===== src/sv/b64d_pkg.sv =====
// Shared types, status codes and character decode helpers for the base64 decoder.
`default_nettype none

package b64d_pkg;

   // Final status codes
   localparam logic [1:0] STATUS_OK         = 2'd0;
   localparam logic [1:0] STATUS_BAD_CHAR   = 2'd1;
   localparam logic [1:0] STATUS_BAD_LENGTH = 2'd2;

   // Sextet base values of the alphabet ranges
   localparam logic [5:0] LOWER_BASE = 6'd26;
   localparam logic [5:0] DIGIT_BASE = 6'd52;
   localparam logic [5:0] PLUS_CODE  = 6'd62;
   localparam logic [5:0] SLASH_CODE = 6'd63;

   // Decoded character class
   typedef struct packed {
      logic       invalid;
      logic       pad;
      logic [5:0] value;
   } class_type;

   // One emit job: up to six bytes, first byte in the top bits
   typedef struct packed {
      logic [47:0] data;
      logic [2:0]  nbytes;
      logic        fin;
      logic [1:0]  status;
   } job_type;

   // Whitespace that is skipped in the text
   function automatic logic is_space(input logic [7:0] ch);
      return (ch == 8'h0A) || (ch == 8'h0D) || (ch == 8'h20) || (ch == 8'h09);
   endfunction

   // Map an ASCII character to its sextet, flagging '=' and invalid codes
   function automatic class_type classify(input logic [7:0] ch);
      class_type c;
      logic [7:0] d;
      c = '{invalid: 1'b0, pad: 1'b0, value: 6'd0};
      d = 8'd0;
      if (ch >= 8'h41 && ch <= 8'h5A) begin
         d = ch - 8'h41;
         c.value = d[5:0];
      end else if (ch >= 8'h61 && ch <= 8'h7A) begin
         d = ch - 8'h61;
         c.value = d[5:0] + LOWER_BASE;
      end else if (ch >= 8'h30 && ch <= 8'h39) begin
         d = ch - 8'h30;
         c.value = d[5:0] + DIGIT_BASE;
      end else if (ch == 8'h2B) begin
         c.value = PLUS_CODE;
      end else if (ch == 8'h2F) begin
         c.value = SLASH_CODE;
      end else if (ch == 8'h3D) begin
         c.pad = 1'b1;
      end else begin
         c.invalid = 1'b1;
      end
      return c;
   endfunction

endpackage

`default_nettype wire


===== src/sv/b64d_front.sv =====
// Front end: classifies characters, collects groups and issues emit jobs.
`default_nettype none

module b64d_front
   import b64d_pkg::*;
(
   input  wire logic    clock,
   input  wire logic    reset,
   input  wire logic    beat,        // input beat accepted this cycle
   input  wire logic [7:0] ch,
   input  wire logic    last,
   output logic         push,
   output job_type      job
);

   logic [17:0] bits_ff, bits_in;
   logic [1:0]  pos_ff, pos_in;
   logic [1:0]  pad_ff, pad_in;
   logic [23:0] held_ff, held_in;
   logic [1:0]  held_pad_ff, held_pad_in;
   logic        held_valid_ff, held_valid_in;
   logic        err_ff, err_in;

   class_type   cls;
   logic        active;
   logic        take;
   logic        complete;
   logic [23:0] full;
   logic [1:0]  pad_cur;
   logic [1:0]  n_fin;

   // Classify and collect
   always_comb begin
      cls      = classify(ch);
      active   = !is_space(ch) && !err_ff;
      take     = active && !cls.invalid;
      complete = take && (pos_ff == 2'd3);
      full     = {bits_ff, cls.value};

      pad_cur = pad_ff;
      if (take && cls.pad && pos_ff == 2'd2) pad_cur[0] = 1'b1;
      if (take && cls.pad && pos_ff == 2'd3) pad_cur[1] = 1'b1;

      err_in        = err_ff || (active && cls.invalid);
      bits_in       = bits_ff;
      pos_in        = pos_ff;
      pad_in        = pad_ff;
      held_in       = held_ff;
      held_pad_in   = held_pad_ff;
      held_valid_in = held_valid_ff;

      if (take && !complete) begin
         bits_in = {bits_ff[11:0], cls.value};
         pos_in  = pos_ff + 2'd1;
         pad_in  = pad_cur;
      end else if (complete) begin
         bits_in       = 18'd0;
         pos_in        = 2'd0;
         pad_in        = 2'd0;
         held_in       = full;
         held_pad_in   = pad_cur;
         held_valid_in = 1'b1;
      end

      // Bytes kept from the final group
      n_fin = 2'd3 - {1'b0, held_pad_in[0]} - {1'b0, held_pad_in[1]};

      // Job selection
      push = 1'b0;
      job  = '{data: 48'd0, nbytes: 3'd0, fin: 1'b0, status: STATUS_OK};
      if (beat) begin
         if (last) begin
            push    = 1'b1;
            job.fin = 1'b1;
            if (err_in) begin
               job.status = STATUS_BAD_CHAR;
            end else if (pos_in != 2'd0) begin
               job.status = STATUS_BAD_LENGTH;
            end else if (held_valid_in) begin
               if (complete && held_valid_ff) begin
                  job.data   = {held_ff, full};
                  job.nbytes = 3'd3 + {1'b0, n_fin};
               end else begin
                  job.data   = {held_in, 24'd0};
                  job.nbytes = {1'b0, n_fin};
               end
            end
         end else if (complete && held_valid_ff) begin
            push       = 1'b1;
            job.data   = {held_ff, 24'd0};
            job.nbytes = 3'd3;
         end
      end
   end

   // State registers; end of text returns to the reset state
   always_ff @(posedge clock) begin
      if (reset) begin
         bits_ff       <= 18'd0;
         pos_ff        <= 2'd0;
         pad_ff        <= 2'd0;
         held_ff       <= 24'd0;
         held_pad_ff   <= 2'd0;
         held_valid_ff <= 1'b0;
         err_ff        <= 1'b0;
      end else if (beat && last) begin
         bits_ff       <= 18'd0;
         pos_ff        <= 2'd0;
         pad_ff        <= 2'd0;
         held_ff       <= 24'd0;
         held_pad_ff   <= 2'd0;
         held_valid_ff <= 1'b0;
         err_ff        <= 1'b0;
      end else if (beat) begin
         bits_ff       <= bits_in;
         pos_ff        <= pos_in;
         pad_ff        <= pad_in;
         held_ff       <= held_in;
         held_pad_ff   <= held_pad_in;
         held_valid_ff <= held_valid_in;
         err_ff        <= err_in;
      end
   end

endmodule

`default_nettype wire


===== src/sv/b64d_queue.sv =====
// Small job queue between the front end and the byte emitter.
`default_nettype none

module b64d_queue
   import b64d_pkg::*;
#(
   parameter int DEPTH = 4
) (
   input  wire logic    clock,
   input  wire logic    reset,
   input  wire logic    push,
   input  wire job_type push_job,
   input  wire logic    pop,
   output job_type      head_job,
   output logic         empty,
   output logic         full
);

   localparam int PTR_W = (DEPTH > 1) ? $clog2(DEPTH) : 1;
   localparam int CNT_W = $clog2(DEPTH + 1);
   localparam logic [PTR_W-1:0] LAST_PTR = PTR_W'(DEPTH - 1);
   localparam logic [CNT_W-1:0] DEPTH_CNT = CNT_W'(DEPTH);

   job_type          mem_ff [DEPTH];
   logic [PTR_W-1:0] wr_ptr_ff, wr_ptr_in;
   logic [PTR_W-1:0] rd_ptr_ff, rd_ptr_in;
   logic [CNT_W-1:0] count_ff, count_in;
   logic             do_push, do_pop;

   // Pointer and fill count
   always_comb begin
      empty    = (count_ff == '0);
      full     = (count_ff == DEPTH_CNT);
      do_push  = push && !full;
      do_pop   = pop && !empty;
      head_job = mem_ff[rd_ptr_ff];

      wr_ptr_in = wr_ptr_ff;
      rd_ptr_in = rd_ptr_ff;
      if (do_push) wr_ptr_in = (wr_ptr_ff == LAST_PTR) ? '0 : wr_ptr_ff + 1'b1;
      if (do_pop)  rd_ptr_in = (rd_ptr_ff == LAST_PTR) ? '0 : rd_ptr_ff + 1'b1;

      count_in = count_ff;
      if (do_push && !do_pop) count_in = count_ff + 1'b1;
      if (do_pop && !do_push) count_in = count_ff - 1'b1;
   end

   always_ff @(posedge clock) begin
      if (reset) begin
         wr_ptr_ff <= '0;
         rd_ptr_ff <= '0;
         count_ff  <= '0;
      end else begin
         wr_ptr_ff <= wr_ptr_in;
         rd_ptr_ff <= rd_ptr_in;
         count_ff  <= count_in;
      end
   end

   // Job storage
   always_ff @(posedge clock) begin
      if (do_push) mem_ff[wr_ptr_ff] <= push_job;
   end

endmodule

`default_nettype wire


===== src/sv/b64d_back.sv =====
// Back end: expands jobs into result beats, at most one byte per beat.
`default_nettype none

module b64d_back
   import b64d_pkg::*;
(
   input  wire logic    clock,
   input  wire logic    reset,
   input  wire job_type head_job,
   input  wire logic    queue_empty,
   output logic         pop,
   input  wire logic    out_ready,
   output logic         out_valid,
   output logic [7:0]   out_byte,
   output logic         out_has_byte,
   output logic         out_final,
   output logic [1:0]   out_status
);

   logic        valid_ff, valid_in;
   logic [47:0] data_ff, data_in;
   logic [2:0]  nbytes_ff, nbytes_in;
   logic        fin_ff, fin_in;
   logic [1:0]  status_ff, status_in;
   logic        last_beat;

   // Beat fields straight from the work register
   always_comb begin
      last_beat    = (nbytes_ff <= 3'd1);
      out_valid    = valid_ff;
      out_byte     = data_ff[47:40];
      out_has_byte = (nbytes_ff != 3'd0);
      out_final    = fin_ff && last_beat;
      out_status   = out_final ? status_ff : STATUS_OK;
   end

   // Shift to next byte or load next job
   always_comb begin
      pop       = !queue_empty && (!valid_ff || (out_ready && last_beat));
      valid_in  = valid_ff;
      data_in   = data_ff;
      nbytes_in = nbytes_ff;
      fin_in    = fin_ff;
      status_in = status_ff;
      if (pop) begin
         valid_in  = 1'b1;
         data_in   = head_job.data;
         nbytes_in = head_job.nbytes;
         fin_in    = head_job.fin;
         status_in = head_job.status;
      end else if (valid_ff && out_ready) begin
         if (last_beat) begin
            valid_in = 1'b0;
         end else begin
            data_in   = {data_ff[39:0], 8'd0};
            nbytes_in = nbytes_ff - 3'd1;
         end
      end
   end

   always_ff @(posedge clock) begin
      if (reset) begin
         valid_ff <= 1'b0;
      end else begin
         valid_ff <= valid_in;
      end
      data_ff   <= data_in;
      nbytes_ff <= nbytes_in;
      fin_ff    <= fin_in;
      status_ff <= status_in;
   end

endmodule

`default_nettype wire


===== src/sv/base64_stream_decoder.sv =====
// Base64 stream decoder top level: front end, job queue and byte emitter.
//
// Usage: base64 text enters on the req_ channel, one character per beat, with
// req_tlast on the final character of a text. Whitespace is skipped. Decoded
// bytes leave on the rsp_ channel, one byte per beat; rsp_tuser carries the
// has-byte flag and the final status, and rsp_tlast marks the last beat of
// a text. A status other than ok means bytes already delivered are void.
// Throughput: one character per cycle while the queue has room; four characters
// give at most three bytes. The front end decides each character in the accepting
// cycle and queues emit jobs; the emitter drives one byte per cycle from its work
// register while rsp_tready is high, and each byte passes through the queue and
// the work register after the character that releases it. The last group is held
// until req_tlast, so it follows the end marker. Reset clears all group state, the
// queue and the emitter. When the receiver stalls, the emitter holds its beat and
// the queue fills; req_tready drops once the QUEUE_DEPTH-entry queue is full.
`default_nettype none

module base64_stream_decoder
   import b64d_pkg::*;
#(
   parameter int QUEUE_DEPTH = 4
) (
   input  wire logic       clock,
   input  wire logic       reset,
   input  wire logic       req_tvalid,
   output logic            req_tready,
   input  wire logic [7:0] req_tdata,   // [7:0] text_byte
   input  wire logic       req_tlast,   // end_of_text
   output logic            rsp_tvalid,
   input  wire logic       rsp_tready,
   output logic [7:0]      rsp_tdata,   // [7:0] data_byte
   output logic [2:0]      rsp_tuser,   // [0] has_byte, [2:1] status
   output logic            rsp_tlast    // is_final
);

   logic    beat;
   logic    push;
   job_type push_job;
   job_type head_job;
   logic    q_empty, q_full;
   logic    pop;
   logic    has_byte;
   logic [1:0] status;

   assign req_tready = !q_full;
   assign beat       = req_tvalid && req_tready;

   b64d_front u_front (
      .clock (clock),
      .reset (reset),
      .beat  (beat),
      .ch    (req_tdata),
      .last  (req_tlast),
      .push  (push),
      .job   (push_job)
   );

   b64d_queue #(
      .DEPTH (QUEUE_DEPTH)
   ) u_queue (
      .clock    (clock),
      .reset    (reset),
      .push     (push),
      .push_job (push_job),
      .pop      (pop),
      .head_job (head_job),
      .empty    (q_empty),
      .full     (q_full)
   );

   b64d_back u_back (
      .clock        (clock),
      .reset        (reset),
      .head_job     (head_job),
      .queue_empty  (q_empty),
      .pop          (pop),
      .out_ready    (rsp_tready),
      .out_valid    (rsp_tvalid),
      .out_byte     (rsp_tdata),
      .out_has_byte (has_byte),
      .out_final    (rsp_tlast),
      .out_status   (status)
   );

   assign rsp_tuser = {status, has_byte};

endmodule

`default_nettype wire

===== config.mk =====
export PLATFORM = sky130hd
export DESIGN_NAME = base64_stream_decoder
export DESIGN_NICKNAME = d
export VERILOG_FILES = /design/src/sv/b64d_pkg.sv /design/src/sv/b64d_front.sv /design/src/sv/b64d_queue.sv /design/src/sv/b64d_back.sv /design/src/sv/base64_stream_decoder.sv
export SDC_FILE = /design/constraint.sdc
export NUM_CORES = 1
export LEC_CHECK = 0
export ABC_AREA = 0
export BUFFER_PORTS_ARGS = -buffer_cell sky130_fd_sc_hd__buf_4
export CAP_MARGIN = 0
export CORE_ASPECT_RATIO = 1.25
export CORE_MARGIN = 2
export CORE_UTILIZATION = 60
export DETAILED_ROUTE_END_ITERATION = 16
export GPL_ROUTABILITY_DRIVEN = 0
export PLACE_DENSITY = 0.77
export RECOVER_POWER = 50
export SYNTH_ARGS = -nofsm -noshare
export SYNTH_HDL_FRONTEND = slang
export SYNTH_HIERARCHICAL = 1
export SYNTH_SLANG_ARGS = --single-unit

===== constraint.sdc =====
create_clock -name clock -period 6.1 [get_ports clock]
set_input_delay 0 -clock clock [delete_from_list [all_inputs] [get_ports clock]]
set_output_delay 0 -clock clock [all_outputs]
set_load 0.01 [all_outputs]

==> results.yml, run 1 <==
outcome:
  outcome: "finished, violations left"
  violations: "capacitance limit, slew limit"
place:
  hpwl_um: 15870
  io_buffers: 26
critical_path:
  cp_max_fo: 25
  start_kind: "input pin"
  arrival_ns: 4.60
  slowest_stage: "a41oi_1"
  crit_chain: "clkbuf_1 -> inv_1 -> ha_1 -> o21a_1 -> o21ai_0 -> a21oi_1 -> o211ai_1 -> nor4_2 -> a41oi_1 -> nor2_1"
  crit_required_ns: 6.24
  path_delay_family: "compound AO/OA/AOI/OAI gates"
  critPathKind: "in -> reg"
  slowest_delay_ns: 1.85
  critPathCaptureType: "register"
  critPathLaunch: "req_tdata[2]"
  path_buf_inv: 2
  r2r_start: "u_front/pos_ff[0]"
synth:
  synthFlopType: "edfxtp_1"
  synthArstFlopShare_pct: 0
  ys_warn_count: 6
  synth_edf_count: 270
  synth_nets: 939
  ys_ff_latch: 330
  synth_cell_types: 80
  yosysSeqAreaShare_pct: 65.38
  syn_avg_cell_area_sq_um: 15.77
  syn_area_sq_um: 14240
  synthCells: 903
power_and_ir_drop:
  comb_power_share_pct: 18.6
  power.leakage_nw: 5.150
  power_frac_clock_pct: 32.5
  p_sw_w: 0.001599
  p_per_area_nw_per_um2: 399.5
  power_frac_seq_pct: 48.9
  intPower_w: 0.004540
  vdd_drop_max_uv: 349.7
  switching_share_pct: 26.05
routing:
  drc: 0
  wirelength_um: 26960
  met2_length_um: 14270
  avgRoutedWirePerCell_um: 21.72
  dr.pass1.iters: 5
  highest_layer: "met4"
  route.vias.total: 7610
  wl_met1_um: 10810
  ant_nets: 0
  route.met3.wl_um: 1305
  avgViaCountPerCell: 6.132
  drtIter0Drc: 591
clock_network:
  post_cts_buffers: 0
  root_buffer: "clkbuf_16"
  cts_tree: "built"
  clk_latency_ns: 0.55
  cts_resized: 0
  clkTransAtPathRegs_ns: 0.07
  htree_num_levels: 1
  cts.sinks: 330
  cts_hold_buf: 3
  cts_buffers: 31
  clk_path_buf_depth: 3
grt:
  grt.total_usage_pct: 22.03
  grt_pass1_wl_um: 42200
  grt_overflow: 0
  antenna_found_initial: 0
  grt_max_degree: 55
  grt_pass1_vias: 7656
sta:
  clock_skew_ns: 0.008251
  setup_viol: 0
  hold_ws_ns: 0.009767
  post-route-period-util_pct: 73.15
  hold_violations: 0
  slew_viol_final: 184
  rsz0062_at_grt: "false"
  fmax_mhz: 224.1
  worst_pin_slew_ns: 3.625
  max_slew_margin_pct: -141.6
  fin_crit_ns: 4.462
  tns_ns: 0
hold_path:
  worstHoldStart: "req_tvalid"
  hold_class: "in -> reg"
layout:
  drive_gt1_share_pct: 16.75
  diodes: 0
  area_growth_pct: 7.945
  layout_common_cells: "270 x edfxtp_1, 63 x nor2_1, 59 x dfxtp_1"
  layout_commonest_cell: "edfxtp_1"
  fin_nets: 960
floorplanning:
  io_pins: 27
  die_h_um: 176.2
  start_util_pct: 60.61
  dieArea_sq_um: 24990
  die_w_um: 141.8
  coreArea_sq_um: 23490
  rows: 63
job:
  cap_violations: 4
Yosys cell counts (3+ instances only):
cell | number | area share, %
a211oi_1 | 5 | 0.26
a21oi_1 | 58 | 2.0
a221oi_1 | 3 | 0.18
a22oi_1 | 4 | 0.21
and2_1 | 33 | 1.5
and3_1 | 3 | 0.13
and3_2 | 4 | 0.21
buf_2 | 10 | 0.35
buf_4 | 14 | 0.74
buf_6 | 13 | 1.0
clkbuf_1 | 13 | 0.34
dfxtp_1 | 60 | 8.4
edfxtp_1 | 270 | 57
ha_1 | 22 | 1.9
inv_1 | 29 | 0.76
mux2_4 | 40 | 4.2
mux2i_1 | 23 | 1.6
mux4_2 | 54 | 8.5
nand2_1 | 56 | 1.5
nand2b_1 | 5 | 0.22
nand3_1 | 8 | 0.28
nor2_1 | 61 | 1.6
nor2_2 | 4 | 0.18
nor2b_1 | 6 | 0.26
nor3_1 | 9 | 0.32
nor3b_1 | 13 | 0.69
o21a_1 | 4 | 0.21
o21ai_0 | 10 | 0.35
o31ai_1 | 3 | 0.16
or3_1 | 3 | 0.13
xor2_1 | 3 | 0.18
per-layer routing:
layer | track usage, % | vias to the layer above
met1 | 28.41 | 3885
met2 | 39.70 | 217
met3 | 2.631 | 52
met4 | 6.083 | 0
met5 | 0 | -
li1 | - | 3456
through the flow:
step                std cells  util [%]  instance area, sq um  setup WS (ns)  power [W]
floorplan                 903         -                 14240          2.171   0.004188
global placement         1180     61.90                 14540          2.245   0.004458
detailed placement       1180     61.90                 14540          2.123   0.004492
CTS                      1241     66.58                 15640          2.270   0.006483
global route             1241     65.43                 15370          1.151   0.006402
finish                   1241     65.43                 15370          1.638   0.006140
tightest hold or removal path: cells and delay by family:
family          cells  cell delay, ns
compound gates      1            0.16
buf+inv             1            0.10
simple gates        2            0.25
cell families after synthesis:
family	after synthesis	synth area share (%)
DFF	330	65.38
buffers and inverters	82	3.375
xor gates and xnor gates	4	0.2461
muxes	120	14.63
and+or+nand+nor	227	8.560
adders and majority gates	23	2.074
AOI/OAI and AO/OA	117	5.730
sequential cells by signal, indices dropped and copies added, names as in the netlist, named ones only:
register / count
u_back/data_ff: 48
u_back/fin_ff: 1
u_back/nbytes_ff: 3
u_back/out_valid: 1
u_back/status_ff: 2
u_front/bits_ff: 18
u_front/err_ff: 1
u_front/held_ff: 24
u_front/held_pad_ff: 2
u_front/held_valid_ff: 1
u_front/pad_ff: 2
u_front/pos_ff: 2
u_queue/count_ff: 3
u_queue/mem_ff: 216
u_queue/rd_ptr_ff: 2
u_queue/wr_ptr_ff: 2
path summary, 6_finish.rpt:
kind,end,slack (ns),cells past startpoint
max reg2reg,u_queue/mem_ff[0][14],1.91,7
min,u_front/err_ff,0.01,4
min reg2reg,u_front/held_ff[22],0.45,2
max,u_queue/mem_ff[1][37],1.64,10
area by class of cell:
class                           instances  area (sq um)
Timing Repair Buffer                   40         247.7
Sequential cell                       330          9313
Inverter                               30         112.6
Clock inverter                         26         287.8
Clock buffer                           32         779.5
Multi-Input combinational cell        491          4263
Tap cell                              292         365.4
Fill cell                            1637          8122
power by group through the flow:
stage | Sequential [W] | Combinational (W) | Clock [W]
floorplan | 0.00298 | 0.00121 | 0
global placement | 0.00303 | 0.00143 | 0
detailed placement | 0.00304 | 0.00146 | 0
CTS | 0.00299 | 0.00146 | 0.00203
global route | 0.00304 | 0.00126 | 0.00210
finish | 0.00300 | 0.00114 | 0.00200
No activity file was read; power rests on OpenSTA's default activity.
==> run 2: changes to the inputs <==
--- a/config.mk
+++ b/config.mk
@@ -10,10 +10,10 @@
 export CAP_MARGIN = 0
 export CORE_ASPECT_RATIO = 1.25
 export CORE_MARGIN = 2
-export CORE_UTILIZATION = 60
+export CORE_UTILIZATION = 56
 export DETAILED_ROUTE_END_ITERATION = 16
 export GPL_ROUTABILITY_DRIVEN = 0
-export PLACE_DENSITY = 0.77
+export PLACE_DENSITY = 0.75
 export RECOVER_POWER = 50
 export SYNTH_ARGS = -nofsm -noshare
 export SYNTH_HDL_FRONTEND = slang
==> constraint.sdc (replaced) <==
create_clock -name clock -period 4.1 [get_ports clock]
set_input_delay 0 -clock clock [delete_from_list [all_inputs] [get_ports clock]]
set_output_delay 0 -clock clock [all_outputs]
set_load 0.01 [all_outputs]
==> results.yml, run 2 (synthesized netlist as in run 1, its figures left out) <==
critical_path:
  cp_max_fo: 13
  start_kind: "register"
  critPathCaptureType: "register"
  reg2regPathDepth: 13
  critPathKind: "reg -> reg"
  arrival_ns: 3.96
  crit_required_ns: 4.58
hold_path:
  hold_class: "in -> reg"
  worst_hold_path.num_cells: 5
layout:
  layout_common_cells: "270 x edfxtp_1, 64 x nor2_1, 59 x dfxtp_1"
  fin_nets: 963
  area_growth_pct: 8.050
  drive_gt1_share_pct: 16.60
  largestRegisters: "u_queue/mem_ff (216), u_back/data_ff (48), u_front/held_ff (24)"
  diodes: 0
  largest_register_ffs: 216
  instances_no_fill: 1287
  final_cell_area_sq_um: 15380
  layout_commonest_cell: "edfxtp_1"
  top_register: "u_queue/mem_ff"
sta:
  clock_skew_ns: 0.01980
  rsz0062_at_grt: "false"
  post-route-period-util_pct: 84.95
  fin_crit_ns: 3.483
  max_slew_margin_pct: -48.95
  setup_slack_ns: 0.6172
  setup_viol: 0
  fmax_mhz: 287.1
  hold_violations: 0
  tns_ns: 0
  slew_viol_final: 159
  worst_pin_slew_ns: 2.231
  hold_ws_ns: 0.06214
grt:
  grt_pass1_wl_um: 42120
  grt_pass1_vias: 7839
  grt_max_degree: 55
  grt_overflow: 0
  grt.total_usage_pct: 20.07
  antenna_found_initial: 0
floorplanning:
  io_pins: 27
  die_h_um: 182.3
  dieArea_sq_um: 26720
  die_w_um: 146.6
  rows: 65
  start_util_pct: 56.65
  coreArea_sq_um: 25130
place:
  pre_cts_ws_ns: 0.6153
  dp.cells: 1225
  io_buffers: 26
  hpwl_um: 15250
  dpl-instance-area_sq_um: 14690
clock_network:
  cts_hold_buf: 4
  post_cts_buffers: 0
  root_buffer: "clkbuf_16"
  clkTransAtPathRegs_ns: 0.07
  clk_latency_ns: 0.56
  cts.sinks: 330
  cts_resized: 0
  cts_tree: "built"
  clk_path_buf_depth: 3
  cts_buffers: 31
  htree_num_levels: 1
routing:
  drtIter0Drc: 550
  wirelength_um: 26110
  drc: 0
  avgRoutedWirePerCell_um: 20.29
  route.vias.total: 7533
  avgViaCountPerCell: 5.853
  ant_nets: 0
  dr.pass1.iters: 5
power_and_ir_drop:
  p_per_area_nw_per_um2: 569.5
  power.leakage_nw: 5.121
  vdd_drop_max_uv: 633.0
job:
  cap_violations: 4
outcome:
  outcome: "finished, violations left"
  violations: "capacitance limit, slew limit"
## run 2: cell count changes in the layout (fill, tap and decap cells not counted), sizes merged
cell / change
buf: +2
bufinv: -6
clkbuf: +10
clkinv: -2
dlygate4sd3: +1
inv: -2
## run 2: per-stage QoR
step / power [W] / util [%]
6_report: 0.008761 / 61.21
5_1_grt: 0.009169 / 61.21
4_1_cts: 0.009314 / 62.33
3_5_place_dp: 0.006698 / 58.44
3_3_place_gp: 0.006645 / 58.44
2_1_floorplan: 0.006231 / -
## run 2: worst paths after layout
kind                            start                   to  slack (ns)
setup / recovery  u_queue/count_ff[1]  u_queue/count_ff[2]        0.62
hold / removal           req_tdata[4]       u_front/err_ff        0.06
setup reg to reg  u_queue/count_ff[1]  u_queue/count_ff[2]        0.62
hold reg to reg    u_front/held_ff[6]   u_front/held_ff[6]        0.45
## run 2: final cells by class
type	count	area (sq um)
Fill cell	1852	9747
Timing Repair Buffer	43	349.1
Sequential cell	330	9310
Tap cell	335	419.2
Clock buffer	42	847.1
Clock inverter	16	90.09
Inverter	30	112.6
Multi-Input combinational cell	491	4255
## run 2: layer usage
metal	GRT usage (%)	vias up	routed length, um
met2	36.21	213	13580
met4	5.165	0	512
met5	0	-	0
met1	26.09	3809	10820
li1	-	3472	-
met3	2.250	39	1208
## run 2: critical path, stage by stage, from the launching register on
cell,delay [ns]
dfxtp_1,0.40
nor3_1,0.08
clkbuf_1,0.19
nor3b_1,0.40
a21oi_4,0.10
inv_1,0.52
o31ai_1,0.29
inv_1,0.12
ha_1,0.18
inv_1,0.06
fa_1,0.37
xor2_1,0.15
or3_2,0.41
a21oi_1,0.14
## run 2: power by group
group / internal, W / leakage, nW / switching [W]
Combinational: 0.000741 / 1.48 / 0.000952
Clock: 0.00145 / 0.464 / 0.00117
Sequential: 0.00425 / 3.18 / 0.000200
==> run 3: changes to the inputs <==
--- a/config.mk
+++ b/config.mk
@@ -10,10 +10,10 @@
 export CAP_MARGIN = 0
 export CORE_ASPECT_RATIO = 1.25
 export CORE_MARGIN = 2
-export CORE_UTILIZATION = 56
+export CORE_UTILIZATION = 60
 export DETAILED_ROUTE_END_ITERATION = 16
 export GPL_ROUTABILITY_DRIVEN = 0
-export PLACE_DENSITY = 0.75
+export PLACE_DENSITY = 0.77
 export RECOVER_POWER = 50
 export SYNTH_ARGS = -nofsm -noshare
 export SYNTH_HDL_FRONTEND = slang
==> constraint.sdc (replaced) <==
create_clock -name clock -period 3.3 [get_ports clock]
set_input_delay 0 -clock clock [delete_from_list [all_inputs] [get_ports clock]]
set_output_delay 0 -clock clock [all_outputs]
set_load 0.01 [all_outputs]
==> results.yml, run 3 (synthesized netlist as in run 1, its figures left out) <==
sta:
  setup_slack_ns: 0.1758
  tns_ns: 0
  fin_crit_ns: 3.124
  slew_viol_final: 52
  hold_ws_ns: 0.01647
  worst_pin_slew_ns: 1.524
  max_slew_margin_pct: -1.628
  post-route-period-util_pct: 94.67
  clock_skew_ns: 0.009513
  rsz0062_at_grt: "false"
  fmax_mhz: 320.1
  setup_viol: 0
  hold_violations: 0
floorplanning:
  rows: 63
  die_h_um: 176.2
  io_pins: 27
  die_w_um: 141.8
  coreArea_sq_um: 23490
  dieArea_sq_um: 24990
  start_util_pct: 60.61
power_and_ir_drop:
  power.leakage_nw: 5.205
  vdd_drop_max_uv: 494.5
  p_per_area_nw_per_um2: 703.7
  power.total_w: 0.01094
routing:
  avgViaCountPerCell: 6.040
  drtIter0Drc: 584
  avgRoutedWirePerCell_um: 21.44
  drc: 0
  dr.pass1.iters: 5
  route.vias.total: 7598
  wirelength_um: 26970
  ant_nets: 0
critical_path:
  reg2regPathDepth: 8
  crit_chain: "or3b_1 -> inv_1 -> nor2b_1 -> inv_1 -> nor4_1 -> a41oi_1 -> clkbuf_1 -> nor2_1"
  path_buf_inv: 3
  crit_required_ns: 3.54
  arrival_ns: 3.36
  slowest_stage: "a41oi_1"
  start_kind: "register"
  r2r_start: "u_queue/count_ff[2]"
  critPathCaptureType: "register"
  path_delay_family: "simple AND/OR/NAND/NOR gates"
  cpMostUsedCell: "inv_1"
  timing.rr.end: "u_queue/mem_ff[1][49]"
  r2r_slack_ns: 0.18
  cp_max_fo: 10
  slowest_delay_ns: 0.80
  critPathKind: "reg -> reg"
clock_network:
  cts_tree: "built"
  cts_buffers: 29
  htree_num_levels: 1
  clkTransAtPathRegs_ns: 0.07
  cts.sinks: 330
  cts_resized: 0
  clk_latency_ns: 0.53
  clk_path_buf_depth: 3
  root_buffer: "clkbuf_16"
layout:
  drive_gt1_share_pct: 18.22
  largest_register_ffs: 216
  fillers: 1646
  fin_nets: 980
  diodes: 0
  layout_commonest_cell: "edfxtp_1"
  top_register: "u_queue/mem_ff"
  area_growth_pct: 9.228
  layout_common_cells: "270 x edfxtp_1, 61 x nor2_1, 58 x dfxtp_1"
  largestRegisters: "u_queue/mem_ff (216), u_back/data_ff (48), u_front/held_ff (24)"
place:
  pre_cts_ws_ns: 0.1327
  hpwl_um: 16020
  io_buffers: 26
hold_path:
  hold_class: "in -> reg"
  min_to: "u_front/err_ff"
  worstHoldStart: "req_tvalid"
  worst_hold_path.num_cells: 4
grt:
  grt_pass1_wl_um: 42430
  grt_overflow: 0
  grt_max_degree: 55
  antenna_found_initial: 0
  grt_pass1_vias: 7734
  grt.total_usage_pct: 22.08
job:
  cap_violations: 1
outcome:
  violations: "capacitance limit, slew limit"
  outcome: "finished, violations left"
-- run 3: cell count changes in the layout (fill, tap and decap cells not counted), sizes merged --
cell	before	now
dlygate4sd3	4	3
clkinv	13	6
inv	31	30
buf	23	40
clkbuf	58	60
clkinvlp	2	4
bufinv	0	2
-- run 3: layer usage --
metal,routed length (um),GRT usage (%),share of wire (%)
met1,10950,28.58,41
met2,14080,39.36,52
met3,1279,2.902,4.7
met4,660,6.375,2.4
met5,0,0,0
-- run 3: worst max path at each step --
| stage | start | cells past startpoint | to | slack (ns) |
|---|---|---|---|---|
| 2_1_floorplan | req_tdata[2] | 17 | u_queue/count_ff[2] | 0.30 |
| 3_3_place_gp | req_tdata[2] | 18 | u_queue/count_ff[2] | 0.21 |
| 3_5_place_dp | req_tdata[2] | 18 | u_queue/count_ff[2] | 0.13 |
| 4_1_cts | u_queue/count_ff[0] | 13 | u_queue/count_ff[2] | 0.28 |
| 5_1_grt | u_queue/count_ff[0] | 8 | u_queue/mem_ff[0][41] | 0.06 |
| 6_report | u_queue/count_ff[2] | 8 | u_queue/mem_ff[1][49] | 0.18 |
-- run 3: repair_timing --
item,in CTS,in global routing
hold buffers,3,0
hold endpoints to repair,18,0
setup buffers,0,0
-- run 3: power breakdown --
part,internal [W],switching [W]
sequential,0.00529,0.000244
clock,0.00187,0.00140
combinational,0.000950,0.00119
total,0.00811,0.00284
-- run 3: through the flow --
| step | std cells | instance area [sq um] | util, % |
|---|---|---|---|
| after detailed placement | 1202 | 14860 | 63.25 |
| after global routing | 1258 | 15550 | 66.20 |
| after global placement | 1202 | 14860 | 63.25 |
| final | 1258 | 15550 | 66.20 |
| after CTS | 1258 | 15820 | 67.34 |
| after floorplan | 903 | 14240 | - |
-- run 3: worst register-to-register path, delay by kind of cell (launching register included) --
| family | cells | cell delay [ns] |
|---|---|---|
| DFF | 1 | 0.37 |
| AOI/OAI and AO/OA | 1 | 0.80 |
| buffers and inverters | 3 | 0.75 |
| and+or+nand+nor | 4 | 0.90 |
-- run 3: layout make-up --
cell class	count	area (sq um)	area share [%]
tap	292	365.4	2.349
timing repair buffer	62	543.0	3.492
clock inverter	12	118.9	0.7643
inverter	30	112.6	0.7241
sequential	330	9314	59.89
multi-input combinational	491	4285	27.56
clock buffer	41	812.0	5.222
